===== config.mk =====
export PLATFORM = sky130hd
export DESIGN_NAME = fdt_ctrl
export DESIGN_NICKNAME = d
export VERILOG_FILES = /design/src/rtl/fdt_pkg.sv /design/src/rtl/fdt_ctrl.sv
export SDC_FILE = /design/constraint.sdc
export NUM_CORES = 1
export LEC_CHECK = 0
export ABC_CLOCK_PERIOD_IN_PS = 12870
export BUFFER_PORTS_ARGS = -buffer_cell sky130_fd_sc_hd__buf_2
export CAP_MARGIN = 5
export CORE_AREA = 2 2 154 156
export CTS_BUF_LIST = sky130_fd_sc_hd__clkbuf_4 sky130_fd_sc_hd__clkbuf_8 sky130_fd_sc_hd__clkbuf_16
export DETAILED_ROUTE_END_ITERATION = 10
export DIE_AREA = 0 0 156 158
export PLACE_DENSITY = 0.76
export SKIP_CTS_REPAIR_TIMING = 1
export SLEW_MARGIN = 10
export SYNTH_ARGS = -nofsm -noshare
export SYNTH_HDL_FRONTEND = slang
export SYNTH_SLANG_ARGS = --single-unit
export TNS_END_PERCENT = 30

===== constraint.sdc =====
create_clock -name clk -period 12.87 [get_ports clk]
set_clock_uncertainty 0.2 [all_clocks]
set_input_delay 1.287 -clock clk [delete_from_list [all_inputs] [get_ports clk]]
set_output_delay 1.287 -clock clk [all_outputs]
set_load 0.02 [all_outputs]

===== src/rtl/fdt_pkg.sv =====
// Shared types and constants for the file directory table unit.
`default_nettype none

package fdt_pkg;

	// Slot fields on the ports are six bits wide, enough for 64 slots
	localparam int SLOT_W = 6;
	localparam int WORD_W = 32;
	localparam int COUNT_W = 6;

	// Request codes
	typedef enum logic [1:0] {
		REQ_LOOKUP = 2'd0,
		REQ_CREATE = 2'd1,
		REQ_DELETE = 2'd2,
		REQ_LOAD   = 2'd3
	} req_t;

	// Result status codes
	typedef enum logic [2:0] {
		STAT_OK        = 3'd0,
		STAT_NOT_FOUND = 3'd1,
		STAT_EXISTS    = 3'd2,
		STAT_FULL      = 3'd3,
		STAT_INVALID   = 3'd4
	} status_t;

	// One table entry as stored in the memory
	typedef struct packed {
		logic [WORD_W-1:0] ident;
		logic [WORD_W-1:0] size;
		logic [WORD_W-1:0] start;
	} entry_t;

	// Access request from the sequencer to the table memory
	typedef struct packed {
		logic              rd_en;
		logic [SLOT_W-1:0] rd_addr;
		logic              wr_en;
		logic [SLOT_W-1:0] wr_addr;
		entry_t            wr_data;
	} mem_req_t;

endpackage

`default_nettype wire


===== src/rtl/fdt_ctrl.sv =====
// Request sequencer: scans the table one slot a cycle, then updates and answers.
`default_nettype none

module fdt_ctrl #(
	parameter int TABLE_ENTRIES = 40,
	parameter int AW = 6
) (
	input  wire logic                           clk,
	input  wire logic                           arst_n,
	input  wire logic                           start,
	output logic                                busy,
	input  wire fdt_pkg::req_t                  req_type,
	input  wire logic [fdt_pkg::WORD_W-1:0]     file_ident,
	input  wire logic [fdt_pkg::SLOT_W-1:0]     load_slot,
	input  wire logic [fdt_pkg::WORD_W-1:0]     load_size,
	input  wire logic [fdt_pkg::WORD_W-1:0]     load_start,
	output fdt_pkg::mem_req_t                   mreq,
	input  wire fdt_pkg::entry_t                rdata,
	output logic                                done,
	output fdt_pkg::status_t                    status,
	output logic [fdt_pkg::WORD_W-1:0]          entry_size,
	output logic [fdt_pkg::WORD_W-1:0]          entry_start,
	output logic [fdt_pkg::SLOT_W-1:0]          slot_index,
	output logic [fdt_pkg::COUNT_W-1:0]         files_in_use
);
	import fdt_pkg::*;

	localparam int COUNT_CAP = (TABLE_ENTRIES < 63) ? TABLE_ENTRIES : 63;
	localparam logic [AW-1:0] LAST = AW'(TABLE_ENTRIES - 1);

	typedef enum logic [3:0] {
		ST_IDLE   = 4'b0001,
		ST_CHECK  = 4'b0010,
		ST_SCAN   = 4'b0100,
		ST_FINISH = 4'b1000
	} state_t;

	state_t               state_q;
	logic                 done_q;
	logic [COUNT_W-1:0]   count_q;
	logic [AW-1:0]        ptr_q;
	logic                 match_q;
	logic                 hole_q;

	req_t                 req_q;
	logic [WORD_W-1:0]    id_q;
	logic [SLOT_W-1:0]    lslot_q;
	logic [WORD_W-1:0]    lsize_q;
	logic [WORD_W-1:0]    lstart_q;
	logic [AW-1:0]        midx_q;
	logic [WORD_W-1:0]    msize_q;
	logic [WORD_W-1:0]    mstart_q;
	logic [AW-1:0]        hidx_q;

	status_t              status_q;
	logic [WORD_W-1:0]    esize_q;
	logic [WORD_W-1:0]    estart_q;
	logic [SLOT_W-1:0]    sidx_q;

	logic                 accept;
	logic                 load_ok;
	logic                 id_zero;
	logic                 hit;
	logic                 empty;
	logic                 fin;
	status_t              r_status;
	logic [WORD_W-1:0]    r_size;
	logic [WORD_W-1:0]    r_start;
	logic [SLOT_W-1:0]    r_idx;
	logic [COUNT_W-1:0]   count_nxt;

	assign busy    = (state_q != ST_IDLE);
	assign accept  = start && !busy;
	assign load_ok = ({1'b0, lslot_q} < (SLOT_W + 1)'(TABLE_ENTRIES));
	assign id_zero = (id_q == '0);
	assign hit     = (rdata.ident == id_q);
	assign empty   = (rdata.ident == '0);

	// Memory accesses per state
	always_comb begin
		mreq = '0;
		unique case (state_q)
			ST_CHECK: begin
				if (req_q == REQ_LOAD) begin
					mreq.wr_en         = load_ok;
					mreq.wr_addr       = lslot_q;
					mreq.wr_data.ident = id_q;
					mreq.wr_data.size  = lsize_q;
					mreq.wr_data.start = lstart_q;
				end else if (!id_zero) begin
					mreq.rd_en = 1'b1;
				end
			end
			ST_SCAN: begin
				if (ptr_q != LAST) begin
					mreq.rd_en   = 1'b1;
					mreq.rd_addr = SLOT_W'(ptr_q + AW'(1));
				end
			end
			ST_FINISH: begin
				if (req_q == REQ_CREATE && !match_q && hole_q) begin
					mreq.wr_en         = 1'b1;
					mreq.wr_addr       = SLOT_W'(hidx_q);
					mreq.wr_data.ident = id_q;
				end else if (req_q == REQ_DELETE && match_q) begin
					mreq.wr_en   = 1'b1;
					mreq.wr_addr = SLOT_W'(midx_q);
				end
			end
			default: begin
			end
		endcase
	end

	// Result of the request and the new file count
	always_comb begin
		fin       = 1'b0;
		r_status  = STAT_OK;
		r_size    = '0;
		r_start   = '0;
		r_idx     = '0;
		count_nxt = count_q;
		if (state_q == ST_CHECK) begin
			if (req_q == REQ_LOAD) begin
				fin = 1'b1;
				if (load_ok) begin
					r_size  = lsize_q;
					r_start = lstart_q;
					r_idx   = lslot_q;
				end else begin
					r_status = STAT_NOT_FOUND;
				end
			end else if (id_zero) begin
				fin      = 1'b1;
				r_status = STAT_INVALID;
			end
		end else if (state_q == ST_FINISH) begin
			fin = 1'b1;
			unique case (req_q)
				REQ_LOOKUP: begin
					if (match_q) begin
						r_size  = msize_q;
						r_start = mstart_q;
						r_idx   = SLOT_W'(midx_q);
					end else begin
						r_status = STAT_NOT_FOUND;
					end
				end
				REQ_CREATE: begin
					if (match_q) begin
						r_status = STAT_EXISTS;
						r_idx    = SLOT_W'(midx_q);
					end else if (hole_q) begin
						r_idx = SLOT_W'(hidx_q);
						if (count_q < COUNT_W'(COUNT_CAP)) begin
							count_nxt = count_q + COUNT_W'(1);
						end
					end else begin
						r_status = STAT_FULL;
					end
				end
				REQ_DELETE: begin
					if (match_q) begin
						r_size  = msize_q;
						r_start = mstart_q;
						r_idx   = SLOT_W'(midx_q);
						if (count_q != '0) begin
							count_nxt = count_q - COUNT_W'(1);
						end
					end else begin
						r_status = STAT_NOT_FOUND;
					end
				end
				REQ_LOAD: begin
				end
			endcase
		end
	end

	// Sequencer state, scan pointer and search flags
	always_ff @(posedge clk or negedge arst_n) begin
		if (!arst_n) begin
			state_q <= ST_IDLE;
			done_q  <= 1'b0;
			count_q <= '0;
			ptr_q   <= '0;
			match_q <= 1'b0;
			hole_q  <= 1'b0;
		end else begin
			done_q  <= fin;
			count_q <= count_nxt;
			unique case (state_q)
				ST_IDLE: begin
					if (accept) begin
						state_q <= ST_CHECK;
					end
				end
				ST_CHECK: begin
					ptr_q   <= '0;
					match_q <= 1'b0;
					hole_q  <= 1'b0;
					state_q <= fin ? ST_IDLE : ST_SCAN;
				end
				ST_SCAN: begin
					if (hit) begin
						match_q <= 1'b1;
					end
					if (empty) begin
						hole_q <= 1'b1;
					end
					if (ptr_q == LAST) begin
						state_q <= ST_FINISH;
					end else begin
						ptr_q <= ptr_q + AW'(1);
					end
				end
				ST_FINISH: begin
					state_q <= ST_IDLE;
				end
				default: begin
					state_q <= ST_IDLE;
				end
			endcase
		end
	end

	// Request capture, first match, first hole and result payload
	always_ff @(posedge clk) begin
		if (accept) begin
			req_q    <= req_type;
			id_q     <= file_ident;
			lslot_q  <= load_slot;
			lsize_q  <= load_size;
			lstart_q <= load_start;
		end
		if (state_q == ST_SCAN) begin
			if (hit && !match_q) begin
				midx_q   <= ptr_q;
				msize_q  <= rdata.size;
				mstart_q <= rdata.start;
			end
			if (empty && !hole_q) begin
				hidx_q <= ptr_q;
			end
		end
		if (fin) begin
			status_q <= r_status;
			esize_q  <= r_size;
			estart_q <= r_start;
			sidx_q   <= r_idx;
		end
	end

	assign done         = done_q;
	assign status       = status_q;
	assign entry_size   = esize_q;
	assign entry_start  = estart_q;
	assign slot_index   = sidx_q;
	assign files_in_use = count_q;

	// Checks
	a_done_idle: assert property (@(posedge clk) disable iff (!arst_n)
		done_q |-> state_q == ST_IDLE)
		else $error("result strobe outside idle");
	a_count_cap: assert property (@(posedge clk) disable iff (!arst_n)
		count_q <= COUNT_W'(COUNT_CAP))
		else $error("file count above cap");
	a_one_access: assert property (@(posedge clk) disable iff (!arst_n)
		!(mreq.rd_en && mreq.wr_en))
		else $error("read and write in one cycle");
	a_accept_check: assert property (@(posedge clk) disable iff (!arst_n)
		accept |=> state_q == ST_CHECK)
		else $error("accepted request not dispatched");
	a_count_step: assert property (@(posedge clk) disable iff (!arst_n)
		!done_q |=> !done_q || $past(state_q) == ST_CHECK || $past(state_q) == ST_FINISH)
		else $error("strobe from wrong state");

endmodule

`default_nettype wire


==> run summary, run 1 <==
status = completed
CTS Buf Count = 28
CP Buf/Inv Count = 2
iteration count of the initial detailed-routing pass = 5
Die Area = 24600 um^2
Top delay family on crit path = simple AND/OR/NAND/NOR gates
CP max FO = 32
smallest hold slack = 329 ps
Rows = 56
Async SR Flop Fraction = 6.99%
register bit count reported by yosys = 272
number of global-route vias before repair = 7074
half-perimeter wire length after placement = 20000 um
dominant cells by area after synthesis = edfxtp_1 71%, and2_1 5.7%, a22o_1 5.2%
FILL cells = 1727
fin nets = 1262
Worst Hold Class = reg2reg
sw frac = 26.2%
H-Tree Depth = 1
Sink Count = 272
Reg power frac = 51.3%
critical path class = reg2out
fmax = 224 MHz
DR DRC count = 0
GRT Residual Overflow = 0
worst path required time = 11380 ps
Synth warnings = 0
largest net degree at the start of global routing = 71
Worst-path clk slew = 60 ps
fin util = 60.4%
count of input and output buffers = 393
area of the multi-input gates = 2510 um^2
synthesized area per cell = 16.2 um^2
clk buf depth = 3
I/O Pins = 394
ANT nets after route = 0
Seq/Total Area, Yosys = 75.6%
Reg area = 8070 um^2
clock group share of total power = 35.3%
first-pass GRT wire length = 39600 um
Root Buffer = clkbuf_16
cells after synthesis = 658
CP Cell Sequence = inv_1, and3_1, a21o_1, and2_1, buf_2
worst skew pair latency = 520 ps
via count = 7264
combinational share of power = 13.4%
main flop type after synthesis = edfxtp_1
area leader, netlist = edfxtp_1
GR Util All Layers = 21.2%
Critical Path Start Type = flop
core region area = 23100 um^2
Pint = 1690 uW
setup TNS = 0 ps
WL/cell = 20.2 um
static leakage = 0.00560 uW
drt total wl = 27700 um
CP max-delay cell = a21o_1
TritonCTS clock tree = yes
initial antenna violation count = 2
fin. max-slew vios = 0
Placer Congestion = 0.911
Worst setup EP type = output port
pwr dens = 165 nW/um^2
Iteration-0 DRC Markers = 483
Psw = 600 uW
top-area cell type share of the netlist area = 71.1%
Hold Vio Cnt, Final = 0
syn nets = 863
Die Wd = 156 um
RSZ-0062 raised after global routing = false
Final period util = 34.6%
Tightest Pin Transition = 1150 ps
Via-to-Cell Ratio = 5.29
Max-slew headroom = 23.3%
effective utilization at floorplan = 46.4%
max-cap viol count = 0
Post-synth EDFFs = 253
setup violators final = 0
slowest cell delay on critical path = 710 ps
min cycle time layout = 4460 ps
Distinct cells, synth = 44
share of post-route cells with drive strength above 1 = 42.6%
Max VDD drop = 137 uV
Chip Height = 158 um
Data arrival, critical path = 2970 ps
post-synthesis cell area = 10700 um^2
Synth-to-Final Area Change = 30.3%
flop-to-flop setup slack = 9210 ps
-- cell type report --
| cell class | instances | share of cell area [%] |
|---|---|---|
| Sequential cell | 272 | 58.0 |
| Multi-Input combinational cell | 353 | 18.0 |
| Timing Repair Buffer | 399 | 14.4 |
| Clock buffer | 38 | 5.87 |
| Tap cell | 290 | 2.61 |
| Clock inverter | 14 | 0.925 |
| Inverter | 3 | 0.0808 |
| Antenna cell | 4 | 0.0719 |
-- sequential cells by signal (all words and copies together) (netlist names) --
name,count
id_q,32
hidx_q,6
req_q,2
state_q,4
lslot_q,6
entry_start,32
status,3
midx_q,6
ptr_q,6
hole_q,1
done,1
lsize_q,32
mstart_q,32
lstart_q,32
files_in_use,6
msize_q,32
slot_index,6
entry_size,32
match_q,1
-- metrics by stage --
step,total power [uW],instance area (um^2),cells,setup slack [ps]
floorplan,1380,10700,658,6410
global placement,1500,13000,1317,9070
detailed placement,1510,13000,1317,9000
CTS,2310,13900,1369,8420
global route,2390,13900,1370,8200
finish,2290,13900,1373,8410
-- path summary, 6_finish.rpt --
kind | start | endpoint | depth (start not counted)
worst max-delay path | match_q | mreq[76] | 5
worst min-delay path | mstart_q[31] | entry_start[31] | 1
worst max register to register | state_q[0] | lsize_q[7] | 3
worst min register to register | mstart_q[31] | entry_start[31] | 1
max in group asynchronous | arst_n | state_q[0] | 1
min in group asynchronous | arst_n | files_in_use[3] | 1
-- placed cells by master (no fill, tap or decap), types with 3 or more instances in the layout --
cell	count
a21o_1	6
a21oi_1	7
a22o_1	64
a22oi_1	6
a32oi_1	6
and2_1	98
buf_2	393
buf_4	6
clkbuf_16	29
clkbuf_4	5
clkbuf_8	4
clkinv_1	4
clkinv_2	4
clkinvlp_4	3
dfrtp_1	18
diode_2	4
edfxtp_1	253
inv_1	3
nand2_1	19
nand3_1	4
nand4_1	13
nor2_1	15
nor2b_1	3
nor3_1	4
nor4_1	18
o21ai_0	14
o22ai_1	5
or3_1	3
xnor2_1	33
xor2_1	7
-- worst reg2reg max path, delay by kind of cell, from the launching register on --
kind | cells | cell delay, ps
buf+inv | 1 | 830
flops | 1 | 590
simple gates | 2 | 1600
-- cells in the mapped netlist, types with 2 or more instances --
| cell | n |
|---|---|
| buf_2 | 8 |
| nor2b_1 | 3 |
| nor3_1 | 4 |
| and3_1 | 3 |
| dfrtp_1 | 18 |
| xnor2_1 | 33 |
| a32oi_1 | 6 |
| xor2_1 | 7 |
| or4_1 | 2 |
| a21oi_1 | 7 |
| o22ai_1 | 5 |
| nand4_1 | 13 |
| nor4b_1 | 2 |
| a22oi_1 | 6 |
| clkbuf_1 | 21 |
| or3_1 | 3 |
| a22o_1 | 64 |
| nor4_1 | 18 |
| ha_1 | 2 |
| nor2_1 | 17 |
| and2_1 | 98 |
| o21ai_0 | 14 |
| edfxtp_1 | 253 |
| inv_1 | 3 |
| or4b_1 | 2 |
| nand2_1 | 19 |
| a21o_1 | 6 |
| nand3_1 | 5 |
-- logic make-up (layout without fill, tap and decap cells) --
family	Yosys count	count (layout)	synth area share [%]
compound gates	116	116	8.57
xor+xnor	41	41	3.43
fa+ha+maj	2	2	0.234
buf+inv	33	454	1.32
flops	272	272	75.6
mux	1	1	0.105
other cells	0	4	0
simple gates	193	193	10.8
-- layer usage --
metal | vias up | GRT usage (%) | wire length (um) | share of wire [%]
li1 | 3362 | - | - | -
met4 | 2 | 7.03 | 860 | 3.1
met5 | - | 0 | 13 | 0.047
met3 | 60 | 5.45 | 2420 | 8.7
met2 | 387 | 38.1 | 14200 | 51
met1 | 3453 | 24.7 | 10200 | 37
-- power groups by stage --
stage | sequential, uW | combinational [uW] | clock [uW]
2_1_floorplan | 1210 | 168 | 0
3_3_place_gp | 1190 | 307 | 0
3_5_place_dp | 1200 | 311 | 0
4_1_cts | 1180 | 313 | 824
5_1_grt | 1190 | 335 | 863
6_report | 1180 | 308 | 809
Power figures use the tool's default switching activity.
==> run 2: changes to the inputs <==
--- a/config.mk
+++ b/config.mk
@@ -5,14 +5,14 @@
 export SDC_FILE = /design/constraint.sdc
 export NUM_CORES = 1
 export LEC_CHECK = 0
-export ABC_CLOCK_PERIOD_IN_PS = 12870
+export ABC_CLOCK_PERIOD_IN_PS = 3900
 export BUFFER_PORTS_ARGS = -buffer_cell sky130_fd_sc_hd__buf_2
 export CAP_MARGIN = 5
-export CORE_AREA = 2 2 154 156
+export CORE_MARGIN = 1
+export CORE_UTILIZATION = 45
 export CTS_BUF_LIST = sky130_fd_sc_hd__clkbuf_4 sky130_fd_sc_hd__clkbuf_8 sky130_fd_sc_hd__clkbuf_16
 export DETAILED_ROUTE_END_ITERATION = 10
-export DIE_AREA = 0 0 156 158
-export PLACE_DENSITY = 0.76
+export PLACE_DENSITY = 0.77
 export SKIP_CTS_REPAIR_TIMING = 1
 export SLEW_MARGIN = 10
 export SYNTH_ARGS = -nofsm -noshare
==> constraint.sdc (replaced) <==
create_clock -name clk -period 3.9 [get_ports clk]
set_clock_uncertainty 0.2 [all_clocks]
set_input_delay 0.39 -clock clk [delete_from_list [all_inputs] [get_ports clk]]
set_output_delay 0.39 -clock clk [all_outputs]
set_load 0.02 [all_outputs]
==> run 2 against run 1 <==
Total power increased to 3.3 times the previous value. Worst hold slack worse by 240 ps. Wire length up 18%. Highest routed layer is now met4. Critical endpoint is now mreq[84].
==> run summary, run 2 (same netlist as run 1, synthesis figures left out) <==
RR Startpoint = state_q[1]
I/O Pins = 394
Worst Setup SP = match_q
Reg power frac = 51.0%
iteration count of the initial detailed-routing pass = 5
worst setup margin = 321 ps
effective utilization at floorplan = 45.7%
Max VDD drop = 416 uV
fmax = 279 MHz
flop-to-flop setup slack = 1040 ps
Die Wd = 156 um
CP max-delay cell = a21o_1
Data arrival, critical path = 2990 ps
critical path class = reg2out
dpl ws = 905 ps
Placer Congestion = 0.851
FILL cells = 1603
combinational share of power = 15.8%
Critical Path Start Type = flop
worst path required time = 3310 ps
GRT Residual Overflow = 0
count of input and output buffers = 393
fin nets = 1433
ANT nets after route = 0
max-cap viol count = 0
hold path depth = 4
core region area = 23400 um^2
CP max FO = 32
fin. max-slew vios = 0
total power = 7640 uW
static leakage = 0.00629 uW
Hold Path Sink = hole_q
clock group share of total power = 33.2%
WL/cell = 20.8 um
Pint = 5570 uW
commonest non-fill, non-tap cells in the layout = 393 x buf_2, 253 x edfxtp_1, 170 x dlygate4sd3_1, 98 x and2_1, 64 x a22o_1
via count = 8198
initial antenna violation count = 1
Rows = 56
hold path startpoint = rdata[85]
reg2reg path depth = 5
GR Util All Layers = 22.1%
Max-slew headroom = 36.4%
placed cell count = 1347
Via-to-Cell Ratio = 5.22
Tightest Pin Transition = 954 ps
worst skew pair latency = 540 ps
H-Tree Depth = 1
Reg-to-Reg End = mstart_q[13]
instance area at placement = 13100 um^2
Root Buffer = clkbuf_16
half-perimeter wire length after placement = 19900 um
status = completed
share of post-route cells with drive strength above 1 = 36.7%
Iteration-0 DRC Markers = 645
Die Area = 24400 um^2
first-pass GRT wire length = 40400 um
Synth-to-Final Area Change = 46.4%
Chip Height = 156 um
pwr dens = 489 nW/um^2
sw frac = 27.1%
drt total wl = 32600 um
setup violators final = 0
largest net degree at the start of global routing = 71
Sink Count = 272
Finished Cell Area = 15600 um^2
RSZ-0062 raised after global routing = false
Final period util = 91.8%
Worst Hold Class = in2reg
number of global-route vias before repair = 7259
Finished Layout Cells = 1570
Worst setup EP type = output port
commonest non-fill, non-tap cell in the layout = buf_2
CTS Buf Count = 28
Psw = 2070 uW
CP Cell Sequence = inv_1, and3_1, a21o_1, and2_1, buf_2
Hold Vio Cnt, Final = 0
smallest hold slack = 93.1 ps
Worst-path clk slew = 60 ps
clk buf depth = 3
min cycle time layout = 3580 ps
slowest cell delay on critical path = 720 ps
DR DRC count = 0
TritonCTS clock tree = yes
[run 2: cell count changes in the layout (fill, tap and decap cells not counted), moves of 2 or more]
| cell | change |
|---|---|
| clkbuf_8 | -4 |
| buf_4 | -3 |
| diode_2 | -2 |
| dlygate4sd3_1 | +170 |
| clkinv_1 | +2 |
| buf_12 | +4 |
| clkbuf_4 | +5 |
[run 2: worst max path at each step]
stage / to / slack [ps] / depth (start not counted)
after floorplan: midx_q[0] / -40 / 5
after global placement: mreq[84] / 1050 / 5
after detailed placement: mreq[84] / 900 / 5
after CTS: mreq[84] / 310 / 5
after global routing: mreq[84] / 60 / 5
final: mreq[84] / 320 / 5
[run 2: cell type report]
type / instances / area (um^2) / area share [%]
flip-flops and latches: 272 / 8070 / 51.6
repair buffers: 570 / 3770 / 24.1
multi-input cells: 353 / 2510 / 16.0
clock buffers: 38 / 776 / 4.96
well taps: 319 / 399 / 2.55
clock inverters: 13 / 98.8 / 0.632
inverters: 3 / 11.3 / 0.0720
diodes: 2 / 5.00 / 0.0320
[run 2: critical path: cells and delay by family (launching register included)]
family | cells | cell delay (ps)
AO/OA/AOI/OAI | 1 | 720
buffers and inverters | 2 | 420
AND/OR/NAND/NOR | 2 | 730
flip-flops | 1 | 580
[run 2: power by group through the flow]
stage	Combinational (uW)	Sequential [uW]	Clock (uW)
global placement	1030	3930	0
CTS	1060	3880	2560
finish	1210	3900	2540
global route	1290	3930	2680
detailed placement	1060	3940	0
floorplan	562	3940	0
[run 2: stage by stage]
step	utilization [%]	setup TNS [ps]
after global routing	66.8	0
after CTS	59.6	0
final	66.9	0
after global placement	55.8	0
after floorplan	-	-2600
after detailed placement	55.8	0
[run 2: per-layer routing]
layer / track usage [%] / vias to the layer above / routed length [um]
li1: - / 3699 / -
met4: 8.22 / 0 / 1250
met2: 39.7 / 456 / 17000
met3: 5.50 / 88 / 2650
met1: 25.4 / 3955 / 11700
met5: 0 / - / 0
